**src/sv/cdrf_pkg.sv**
```systemverilog
// Package for the chunk difference region finder: word types, register map and defaults.
`timescale 1ns / 1ps

package cdrf_pkg;

	localparam int OFFSET_WIDTH_DEF = 32;
	localparam int CHUNK_WIDTH_DEF  = 16;

	localparam int ADDR_WIDTH = 4;

	// Register indexes, taken from paddr[3:2].
	localparam logic [1:0] REG_CHUNK_SIZE       = 2'd0;
	localparam logic [1:0] REG_REPORT_UNCHANGED = 2'd1;
	localparam logic [1:0] REG_BASE_OFFSET      = 2'd2;

	localparam logic [15:0] CHUNK_SIZE_RST = 16'd8;

	typedef struct packed {
		logic [7:0] byte_a;
		logic [7:0] byte_b;
		logic       last_byte;
	} in_word_t;

	typedef struct packed {
		logic [31:0] region_offset;
		logic [31:0] region_length;
		logic        region_valid;
		logic        scan_done;
		logic        overflow;
	} out_word_t;

endpackage

```
**src/sv/chunk_diff_region_finder.sv**
```systemverilog
// Top level of the chunk difference region finder.
//
//  Channel  | Direction | Handshake                         | Word
//  ---------+-----------+-----------------------------------+-----------------------------
//  in       | input     | in_valid / in_ready               | in_word_t (byte pair, last)
//  out      | output    | out_valid / out_ready             | out_word_t (region result)
//  config   | input     | psel, penable, pwrite, pready = 1 | 32-bit registers at 0, 4, 8
//
// One byte pair is accepted per cycle while out does not stall; each word is held in the
// input register, resolved there against the scan state, and its result, if any, is
// written into the output register when the word advances. The state update of position,
// chunk and run counters sets that rate. A stall on out only holds the pipe while a result
// is waiting in the output register. Reset clears the scan state and loads the register defaults.
`timescale 1ns / 1ps

module chunk_diff_region_finder
	import cdrf_pkg::*;
#(
	parameter int OFFSET_WIDTH = OFFSET_WIDTH_DEF,
	parameter int CHUNK_WIDTH  = CHUNK_WIDTH_DEF
) (
	input  logic                  clk,
	input  logic                  arst_n,

	input  logic                  in_valid,
	output logic                  in_ready,
	input  in_word_t              in_data,

	output logic                  out_valid,
	input  logic                  out_ready,
	output out_word_t             out_data,

	input  logic                  psel,
	input  logic                  penable,
	input  logic                  pwrite,
	input  logic [ADDR_WIDTH-1:0] paddr,
	input  logic [31:0]           pwdata,
	output logic [31:0]           prdata,
	output logic                  pready
);

	localparam int OW = OFFSET_WIDTH;
	localparam int CW = CHUNK_WIDTH;
	localparam int LW = ((OW > CW + 1) ? OW : CW + 1) + 1;
	localparam int AW = (OW > 32) ? OW : 32;

	// Configuration registers.
	logic [15:0] chunk_size_q;
	logic        report_unchanged_q;
	logic [31:0] base_offset_q;

	// Scan state.
	logic [OW-1:0] position_q;
	logic [CW-1:0] chunk_fill_q;
	logic          chunk_mismatch_q;
	logic          run_open_q;
	logic [OW-1:0] run_start_q;
	logic [OW-1:0] run_length_q;
	logic          overflowed_q;

	// Input stage and output register.
	logic      v_s1;
	in_word_t  in_s1;
	logic      out_valid_q;
	out_word_t out_data_q;

	logic adv;
	logic cfg_wr;

	// Step logic.
	logic [CW-1:0] size_w;
	logic          mism;
	logic          pos_max;
	logic [OW-1:0] pos_next;
	logic          ovf_next;
	logic [CW:0]   fill_now;
	logic          chunk_end;
	logic          qual;
	logic [LW-1:0] rl_sum;
	logic [OW-1:0] rl_sat;
	logic          open_after;
	logic [OW-1:0] start_after;
	logic [OW-1:0] len_after;
	logic          emit;
	logic          res_valid;
	logic [AW-1:0] off_sum;
	logic [OW-1:0] off_w;
	out_word_t     res_word;

	assign pready = 1'b1;
	assign cfg_wr = psel & penable & pwrite & pready;

	assign adv      = v_s1 & (~out_valid_q | out_ready);
	assign in_ready = ~v_s1 | adv;

	assign out_valid = out_valid_q;
	assign out_data  = out_data_q;

	always_comb begin
		unique case (paddr[3:2])
			REG_CHUNK_SIZE:       prdata = 32'(chunk_size_q);
			REG_REPORT_UNCHANGED: prdata = 32'(report_unchanged_q);
			REG_BASE_OFFSET:      prdata = base_offset_q;
			default:              prdata = '0;
		endcase
	end

	always_ff @(posedge clk or negedge arst_n) begin
		if (!arst_n) begin
			chunk_size_q       <= CHUNK_SIZE_RST;
			report_unchanged_q <= 1'b0;
			base_offset_q      <= '0;
		end else if (cfg_wr) begin
			unique case (paddr[3:2])
				REG_CHUNK_SIZE:       chunk_size_q       <= pwdata[15:0];
				REG_REPORT_UNCHANGED: report_unchanged_q <= pwdata[0];
				REG_BASE_OFFSET:      base_offset_q      <= pwdata;
				default:              ;
			endcase
		end
	end

	always_comb begin
		size_w = CW'(chunk_size_q);
		if (size_w == '0) begin
			size_w = CW'(1);
		end
		mism      = chunk_mismatch_q | (in_s1.byte_a != in_s1.byte_b);
		pos_max   = &position_q;
		pos_next  = pos_max ? position_q : position_q + OW'(1);
		ovf_next  = overflowed_q | pos_max;
		fill_now  = {1'b0, chunk_fill_q} + (CW+1)'(1);
		chunk_end = in_s1.last_byte | (fill_now >= {1'b0, size_w});
		// A chunk qualifies when its mismatch flag differs from the report-unchanged flag.
		qual      = mism ^ report_unchanged_q;

		rl_sum = LW'(run_length_q) + LW'(fill_now);
		rl_sat = (|rl_sum[LW-1:OW]) ? '1 : rl_sum[OW-1:0];

		open_after  = run_open_q;
		start_after = run_start_q;
		len_after   = run_length_q;
		if (qual) begin
			open_after = 1'b1;
			if (run_open_q) begin
				len_after = rl_sat;
			end else begin
				start_after = position_q - OW'(chunk_fill_q);
				len_after   = OW'(fill_now);
			end
		end
		emit      = chunk_end & ~qual & run_open_q;
		res_valid = chunk_end & (in_s1.last_byte | emit);

		off_sum = AW'(base_offset_q) + AW'(start_after);
		off_w   = off_sum[OW-1:0];

		res_word.region_valid  = open_after;
		res_word.region_offset = open_after ? 32'(off_w) : '0;
		res_word.region_length = open_after ? 32'(len_after) : '0;
		res_word.scan_done     = in_s1.last_byte;
		res_word.overflow      = ovf_next;
	end

	always_ff @(posedge clk) begin
		if (in_valid && in_ready) begin
			in_s1 <= in_data;
		end
		if (adv) begin
			out_data_q <= res_word;
		end
	end

	always_ff @(posedge clk or negedge arst_n) begin
		if (!arst_n) begin
			v_s1             <= 1'b0;
			out_valid_q      <= 1'b0;
			position_q       <= '0;
			chunk_fill_q     <= '0;
			chunk_mismatch_q <= 1'b0;
			run_open_q       <= 1'b0;
			run_start_q      <= '0;
			run_length_q     <= '0;
			overflowed_q     <= 1'b0;
		end else begin
			if (in_valid && in_ready) begin
				v_s1 <= 1'b1;
			end else if (adv) begin
				v_s1 <= 1'b0;
			end

			if (adv) begin
				out_valid_q <= res_valid;
			end else if (out_ready) begin
				out_valid_q <= 1'b0;
			end

			if (adv) begin
				position_q   <= pos_next;
				overflowed_q <= ovf_next;
				if (!chunk_end) begin
					chunk_fill_q     <= fill_now[CW-1:0];
					chunk_mismatch_q <= mism;
				end else begin
					chunk_fill_q     <= '0;
					chunk_mismatch_q <= 1'b0;
					if (in_s1.last_byte) begin
						// The scan ends here and the next word starts a fresh one.
						position_q   <= '0;
						overflowed_q <= 1'b0;
						run_open_q   <= 1'b0;
						run_start_q  <= '0;
						run_length_q <= '0;
					end else if (emit) begin
						run_open_q   <= 1'b0;
						run_start_q  <= '0;
						run_length_q <= '0;
					end else begin
						run_open_q   <= open_after;
						run_start_q  <= start_after;
						run_length_q <= len_after;
					end
				end
			end
		end
	end

	a_empty_result_zero: assert property (@(posedge clk) disable iff (!arst_n)
		out_valid && !out_data.region_valid |->
			out_data.region_offset == '0 && out_data.region_length == '0)
		else $error("result without a region carries a nonzero offset or length");

	a_mid_scan_result_valid: assert property (@(posedge clk) disable iff (!arst_n)
		out_valid && !out_data.scan_done |-> out_data.region_valid)
		else $error("result before the end of the scan does not describe a region");

	a_scan_restart: assert property (@(posedge clk) disable iff (!arst_n)
		adv && in_s1.last_byte |=>
			position_q == '0 && !run_open_q && !overflowed_q && chunk_fill_q == '0)
		else $error("scan state not cleared after the last byte");

	a_stall_only_when_full: assert property (@(posedge clk) disable iff (!arst_n)
		!in_ready |-> v_s1 && out_valid_q && !out_ready)
		else $error("input stalled while the pipe can move");

endmodule

```
**config.mk**
```make
export PLATFORM = sky130hd
export DESIGN_NAME = chunk_diff_region_finder
export DESIGN_NICKNAME = d
export VERILOG_FILES = /design/src/sv/cdrf_pkg.sv /design/src/sv/chunk_diff_region_finder.sv
export SDC_FILE = /design/constraint.sdc
export NUM_CORES = 1
export LEC_CHECK = 0
export ABC_AREA = 1
export CELL_PAD_IN_SITES_DETAIL_PLACEMENT = 0
export CELL_PAD_IN_SITES_GLOBAL_PLACEMENT = 1
export CORE_ASPECT_RATIO = 1.75
export CORE_MARGIN = 5
export CORE_UTILIZATION = 43
export DETAILED_ROUTE_END_ITERATION = 10
export DONT_BUFFER_PORTS = 1
export GPL_TIMING_DRIVEN = 0
export PLACE_DENSITY = 0.81
export RECOVER_POWER = 100
export SLEW_MARGIN = 20
export SYNTH_ARGS = -nofsm -noshare
export SYNTH_HDL_FRONTEND = slang
export SYNTH_SLANG_ARGS = --single-unit
```
**constraint.sdc**
```tcl
create_clock -name clk -period 3.4 [get_ports clk]
set_clock_uncertainty 0.05 [all_clocks]
set_input_delay 0.34 -clock clk [delete_from_list [all_inputs] [get_ports clk]]
set_output_delay 0.34 -clock clk [all_outputs]
set_load 0.02 [all_outputs]
```
# After elaboration in Yosys (flattened, before gate mapping)
# Cells that the tools add are included.
[totals]
in_bits = 60
wordCells = 80
regBits = 250
out_inout_bits = 102
[op_classes]
eq_ne = 3
reduce_logical = 10
magnitude_cmp = 1
addsub = 5
muxes = 25
bitwise = 16
[ops]
columns = ["operator", "count"]
rows = [
  ["$mux W32", 12],
  ["$pmux W32 S3", 1],
  ["$add A32 B17 Y33", 1],
  ["$add A32 B1 Y32 const B", 1],
  ["$add A32 B32 Y32", 1],
  ["$mux W16", 2],
  ["$reduce_and A32 Y1", 1],
  ["$sub A32 B16 Y32", 1],
  ["$add A16 B1 Y17 const B", 1],
  ["$ge A17 B16 Y1", 1],
  ["$logic_not A16 Y1", 1],
  ["$mux W1", 10],
  ["$ne A8 B8 Y1", 1],
  ["$reduce_and A2 Y1", 4],
  ["$and A1 B1 Y1", 6],
  ["$or A1 B1 Y1", 6],
  ["$reduce_bool A2 Y1", 2],
  ["$not A1 Y1", 3],
  ["$eq A2 B1 Y1 const B", 1],
  ["$eq A2 B2 Y1 const B", 1],
  ["$logic_not A2 Y1", 1],
  ["$logic_and A1 B1 Y1", 1],
  ["$xor A1 B1 Y1", 1],
]

# Depth between registers and ports, before layout
[logic_depth]
word_depth = 9
ltp_mapped = 27
mapped_depth_nobuf = 27

# Least setup slack after synthesis
# No wires, ideal clock.
[synth_path]
kind = "reg-to-reg"
startpoint = "reg position_q[0]"
endpoint = "reg out_data_q (netlist bit out_data[66]), data pin"
arrival_ps = 3332
period_less_slack_ps = 3636
n_path_buf = 0
setup_time_ps = 255
required_ps = 3095
slack_ps = -236
stages_incl_launch_ff = 24
path_cell_list = "dfrtp_1 > inv_1 > ha_1 > fa_1 > o21ai_1 > a21boi_1 > o21ai_2 > nand2_2 > nand2_1 > nand2_1 > nand2_1 > nand2_1 > o21ai_0 > inv_1 > ha_1 > a21o_1 > a31oi_1 > nor2_1 > nor2_1 > o21ai_0 > a21oi_1 > nand3_1 > nand2_1 > nor2_1"
[synth_via]
elab_chain_cells = 4
[synth_rtl]
columns = ["element", "line_no", "rtl"]
rows = [
  ["start, declared", "chunk_diff_region_finder.sv:53", "logic [OW-1:0] position_q;"],
  ["start signal, assigned", "chunk_diff_region_finder.sv:199", "position_q <= pos_next;"],
  ["$sub A32 B16 Y32", "chunk_diff_region_finder.sv:148", "start_after = position_q - OW'(chunk_fill_q);"],
  ["$mux W32", "chunk_diff_region_finder.sv:145", "if (run_open_q) begin"],
  ["$mux W32", "chunk_diff_region_finder.sv:143", "if (qual) begin"],
  ["$add A32 B32 Y32", "chunk_diff_region_finder.sv:155", "off_sum = AW'(base_offset_q) + AW'(start_after);"],
  ["end signal, assigned", "chunk_diff_region_finder.sv:170", "out_data_q <= res_word;"],
  ["end, declared", "chunk_diff_region_finder.sv:65", "out_word_t out_data_q;"],
]
# No other way between the ends.
# A chain may end at the register's enable or synchronous reset.

# Worst setup path in the final report
[layout_path]
startpoint = "reg in_s1[8] (netlist bit)"
endpoint = "reg out_data_q (netlist bit out_data[57]), data pin"
[layout_via]
elab_chain_cells = 5
elab_cells_between_ends = 6
cone_classes = "add/sub (1); eq/ne (1); mux (2); bitwise (2)"
[layout_rtl]
columns = ["element", "line_no", "rtl"]
rows = [
  ["start, declared", "chunk_diff_region_finder.sv:63", "in_word_t in_s1;"],
  ["start signal, assigned", "chunk_diff_region_finder.sv:167", "in_s1 <= in_data;"],
  ["$ne A8 B8 Y1 (*)", "chunk_diff_region_finder.sv:128", "mism = chunk_mismatch_q | (in_s1.byte_a != in_s1.byte_b);"],
  ["$or A1 B1 Y1 (*)", "chunk_diff_region_finder.sv:128", ""],
  ["$xor A1 B1 Y1 (*)", "chunk_diff_region_finder.sv:135", "qual = mism ^ report_unchanged_q;"],
  ["$mux W32", "chunk_diff_region_finder.sv:143", ""],
  ["$add A32 B32 Y32", "chunk_diff_region_finder.sv:155", ""],
]
# Every way passes the cells marked *; elsewhere a longest branch is shown, timed or not.

==> parameters.txt <==
Parameter                              Value

Logic synthesis
  Main area contributors after synthesis ... dfrtp_1 (24%), edfxtp_1 (15%), nand2_1 (13%)
  Yosys cell types ... between 50 and 60
  Cell area after technology mapping ... 17100 um^2
  Share of flip-flops with an asynchronous set or reset ... approximately 66%
  Most area-hungry cell type in the Yosys netlist ... dfrtp_1
  Synthesized flop and latch total ... 250
  Synth top area share ... between 20% and 30%
  Post-synthesis cell count ... between 2000 and 2500
  Synth Flop Type ... dfrtp_1
  Count of yosys warnings during synthesis ... 0
  Number of flops mapped to enable cells by yosys ... 84
  Average instance area after synthesis ... 7.58 um^2
  Sequential cell area fraction in the yosys report ... about two fifths
  Syn nets ... roughly 2400

Clocking
  Bufs on Longest Clock Path ... 3
  TritonCTS clock tree ... done
  Post-CTS Hold Fix Bufs ... 54
  Clock transition at the register clock pins on the worst setup and hold paths after CTS ... roughly 0.070 ns
  H-tree lvl count ... 1
  Latest clock arrival within the worst-skew pair ... ~0.60 ns
  Sink Count ... 250
  Master cell of the clock root buffer ... clkbuf_16
  Number of buffers created by CTS ... 27

Worst setup path
  Slowest CP cell ... edfxtp_1
  Startpoint Class ... register
  Data arrival time of the critical path ... between 4 and 5 ns
  Delay contributed by the slowest stage of the critical path ... 0.40 ns
  Worst setup path class ... register to register
  Type of element capturing the critical path ... register
  Critical Path Fanout Max ... 7
  CP Cell Sequence ... xor2_1, nor2_1, and2_4, nand4_1, nand3_4, inv_8, buf_12, o21ai_4, inv_2, ha_4, fa_2, nand2_4, a21oi_4, a31o_4, a21oi_4, o21bai_4, buf_6, xor2_1, nand2_1, inv_1
  Required time worst endpoint ... ~3.7 ns

Pwr
  Worst voltage drop across the vdd grid ... between 0.7 and 0.8 mV
  Leakage dissipation ... ~11 nW
  Clock group share of total power ... around 14%
  Combinational group share of total power ... 61.3%
  NetSw ... 9.90 mW
  Power per cell area ... around 930 nW/um^2
  Overall power after layout ... approximately 21 mW
  Seq pwr share ... approximately 24%
  Switching portion of total power ... 46.1%
  Internal power of the cells ... ~12 mW

Layout
  Cell Count, Final, Fillers Out ... roughly 3000
  Most common cell after layout, fill and taps aside ... nand2_1
  Fraction of layout cells with a size suffix above 1 ... 31.3%
  Highest-count cells in the layout ignoring fill and taps ... nand2_1 (469), inv_1 (252), nor2_1 (188)
  Register area ... 6690 um^2
  Layout overhead on the synthesized area ... 36.1%
  Multi-input logic area ... ~11000 um^2
  Layout filler cell count ... between 3000 and 4000
  Number of nets in the layout ... roughly 2700

Timing
  Hold Slack ... -0.590 ns
  Final setup violation count ... 129
  Minimum period implied by the final worst setup slack ... roughly 3.7 ns
  Smallest setup slack after layout ... -0.306 ns
  Maximum achievable frequency ... approximately 0.27 GHz
  Count of endpoints failing hold in the final timing report ... 166
  Final cycle utilization of the critical path ... 109%
  Transition time of the tightest slew-check pin ... ~1.1 ns
  Setup repair after global routing missed its margin ... true
  Worst slew margin ... between 20% and 30%
  Slew Viols, Final ... 0

Placed design
  Worst-case setup slack after placement ... -1.16 ns
  Post-DP HPWL ... between 40000 and 50000 um
  Port bufs ... 0
  Placed Instances ... 2744
  Routability cong. ... 0.957

GRT
  Largest net degree at the start of global routing ... 167
  Global Route Usage Sum ... between 20 and 30%
  Number of global-route vias before repair ... around 17000
  Initial antenna violation count ... 0
  Global-route wire length before repair ... 92100 um
  Overflow left after global routing ... 0

Detailed routing
  Number of detailed-route iterations in the first pass ... 7
  Drt wl/cell ... ~21 um
  Number of nets with antenna violations after routing ... 0
  Number of DRC markers in iteration 0 ... between 900 and 1000
  Ratio of routed vias to standard cells ... approximately 5.5
  Detailed Route WL ... 63300 um
  Vias post-DR ... 16600
  Remaining routing DRC violations ... 0

Flow run
  Max_cap viols ... 0

Floorplan
  Vertical die dimension ... 274 um
  Floorplan row count ... 96
  DIE AREA ... about 44000 um^2
  Horizontal extent of the die ... around 160 um
  I/O pins ... between 150 and 200
  Area inside the core boundary ... 39300 um^2
  Initial core utilization ... between 40% and 50%

Run status
  Violations in the final reports ... hold timing, setup timing
  Outcome ... finished with violations

Worst hold path
  Worst min-delay path class ... input port to asynchronous set/reset pin
-- worst paths after layout --
| path | to | startpoint | slack [ns] | cells after the start |
|---|---|---|---|---|
| worst max-delay path | out_data[57]$_SDFFCE_PN0P_ | in_s1[8]$_DFFE_PP_ | -0.31 | 20 |
| worst min-delay path | run_length_q[6]$_DFFE_PN0P_ | arst_n | -0.59 | 0 |
| worst max register to register | out_data[57]$_SDFFCE_PN0P_ | in_s1[8]$_DFFE_PP_ | -0.31 | 20 |
| worst min register to register | run_start_q[9]$_DFFE_PN0P_ | run_start_q[9]$_DFFE_PN0P_ | 0.43 | 2 |
| max in group asynchronous | chunk_size_q[3]$_DFFE_PN1P_ | arst_n | 3.49 | 0 |
| min in group clk | chunk_size_q[0]$_DFFE_PN0P_ | paddr[2] | 0.06 | 4 |
-- registers in the layout (all words and copies together), names as in the netlist --
name and flops:
out_data 67, base_offset_q 32, position_q 32, run_length_q 32
run_start_q 32, in_s1 17, chunk_fill_q 16, chunk_size_q 16
chunk_mismatch_q 1, out_valid 1, overflowed_q 1, report_unchanged_q 1
run_open_q 1, v_s1 1
-- layout make-up --
cell class                      count  area share (%)
Clock buffer                       36            3.18
Multi-Input combinational cell   1631            48.4
Timing Repair Buffer              219            8.83
Tap cell                          490            2.64
Inverter                          308            5.12
Sequential cell                   250            28.8
Antenna cell                        1          0.0108
Clock inverter                     12           0.652
Timing Repair inverter              1          0.0323
Buffer                             64            2.34
-- cells in the mapped netlist (22+ instances only) --
master    count
xnor2_1      22
clkbuf_1     22
ha_1         85
xor2_1       57
o21ai_0     153
nand4_1      25
o21ai_2      61
nand3_1     117
a21oi_1     121
dfrtp_1     165
nor3_1       40
edfxtp_1     84
inv_1       300
nand2_1     570
nor2_1      220
-- worst max-delay path, delay by kind of cell (launching register included) --
| kind | cells | cell delay (ns) |
|---|---|---|
| AO/OA/AOI/OAI | 5 | 0.79 |
| XOR/XNOR | 2 | 0.30 |
| adder cells (fa/ha/maj) | 2 | 0.55 |
| buffers and inverters | 5 | 0.44 |
| flip-flops | 1 | 0.40 |
| AND/OR/NAND/NOR | 6 | 0.90 |
-- per-layer routing --
metal | track usage, % | vias to the layer above | part of all wire (%)
met3 | 2.95 | 244 | 3.8
met2 | 51.6 | 559 | 54
met5 | 0 | - | 0
li1 | - | 7871 | -
met4 | 21.0 | 0 | 9.7
met1 | 25.8 | 7933 | 33
-- kinds of logic (layout without fill, tap and decap cells) --
kind of cell,count (synthesis),in the layout,share of synthesized area [%]
compound gates,402,402,14.0
xor+xnor,79,79,4.05
fa+ha+maj,88,88,6.58
buf+inv,372,640,9.02
flops,250,250,39.1
mux,7,7,0.411
other cells,1,2,0.0220
simple gates,1054,1054,26.8
-- metrics by stage --
stage	util, %	setup TNS (ns)	instance area, um^2	hold WS [ns]
after floorplan	-	0	17100	-0.00559
after global placement	45.2	-73.69	17700	0.00844
after detailed placement	45.3	-76.88	17800	0.00845
after CTS	54.9	-4.01	21600	-0.617
after global routing	59.1	-37.81	23200	-0.604
final	59.1	-15.49	23200	-0.590
-- power by group through the flow --
| stage | registers, mW | logic, mW | clock network, mW |
|---|---|---|---|
| after global routing | 5.32 | 14.2 | 3.26 |
| after CTS | 5.20 | 11.4 | 3.14 |
| after detailed placement | 5.20 | 8.58 | 0 |
| after global placement | 5.18 | 8.46 | 0 |
| after floorplan | 5.01 | 6.21 | 0 |
| final | 5.24 | 13.2 | 3.08 |
-- timing repair --
| action | CTS | global route |
|---|---|---|
| gates resized for setup | 362 | 298 |
| pin swaps | 81 | 98 |
| endpoints found under the hold margin | 234 | 166 |
| buffers inserted | 97 | 60 |
| cloned | 2 | 6 |
| endpoints found under the setup margin | 138 | 139 |
No activity file was read; power rests on OpenSTA's default activity.
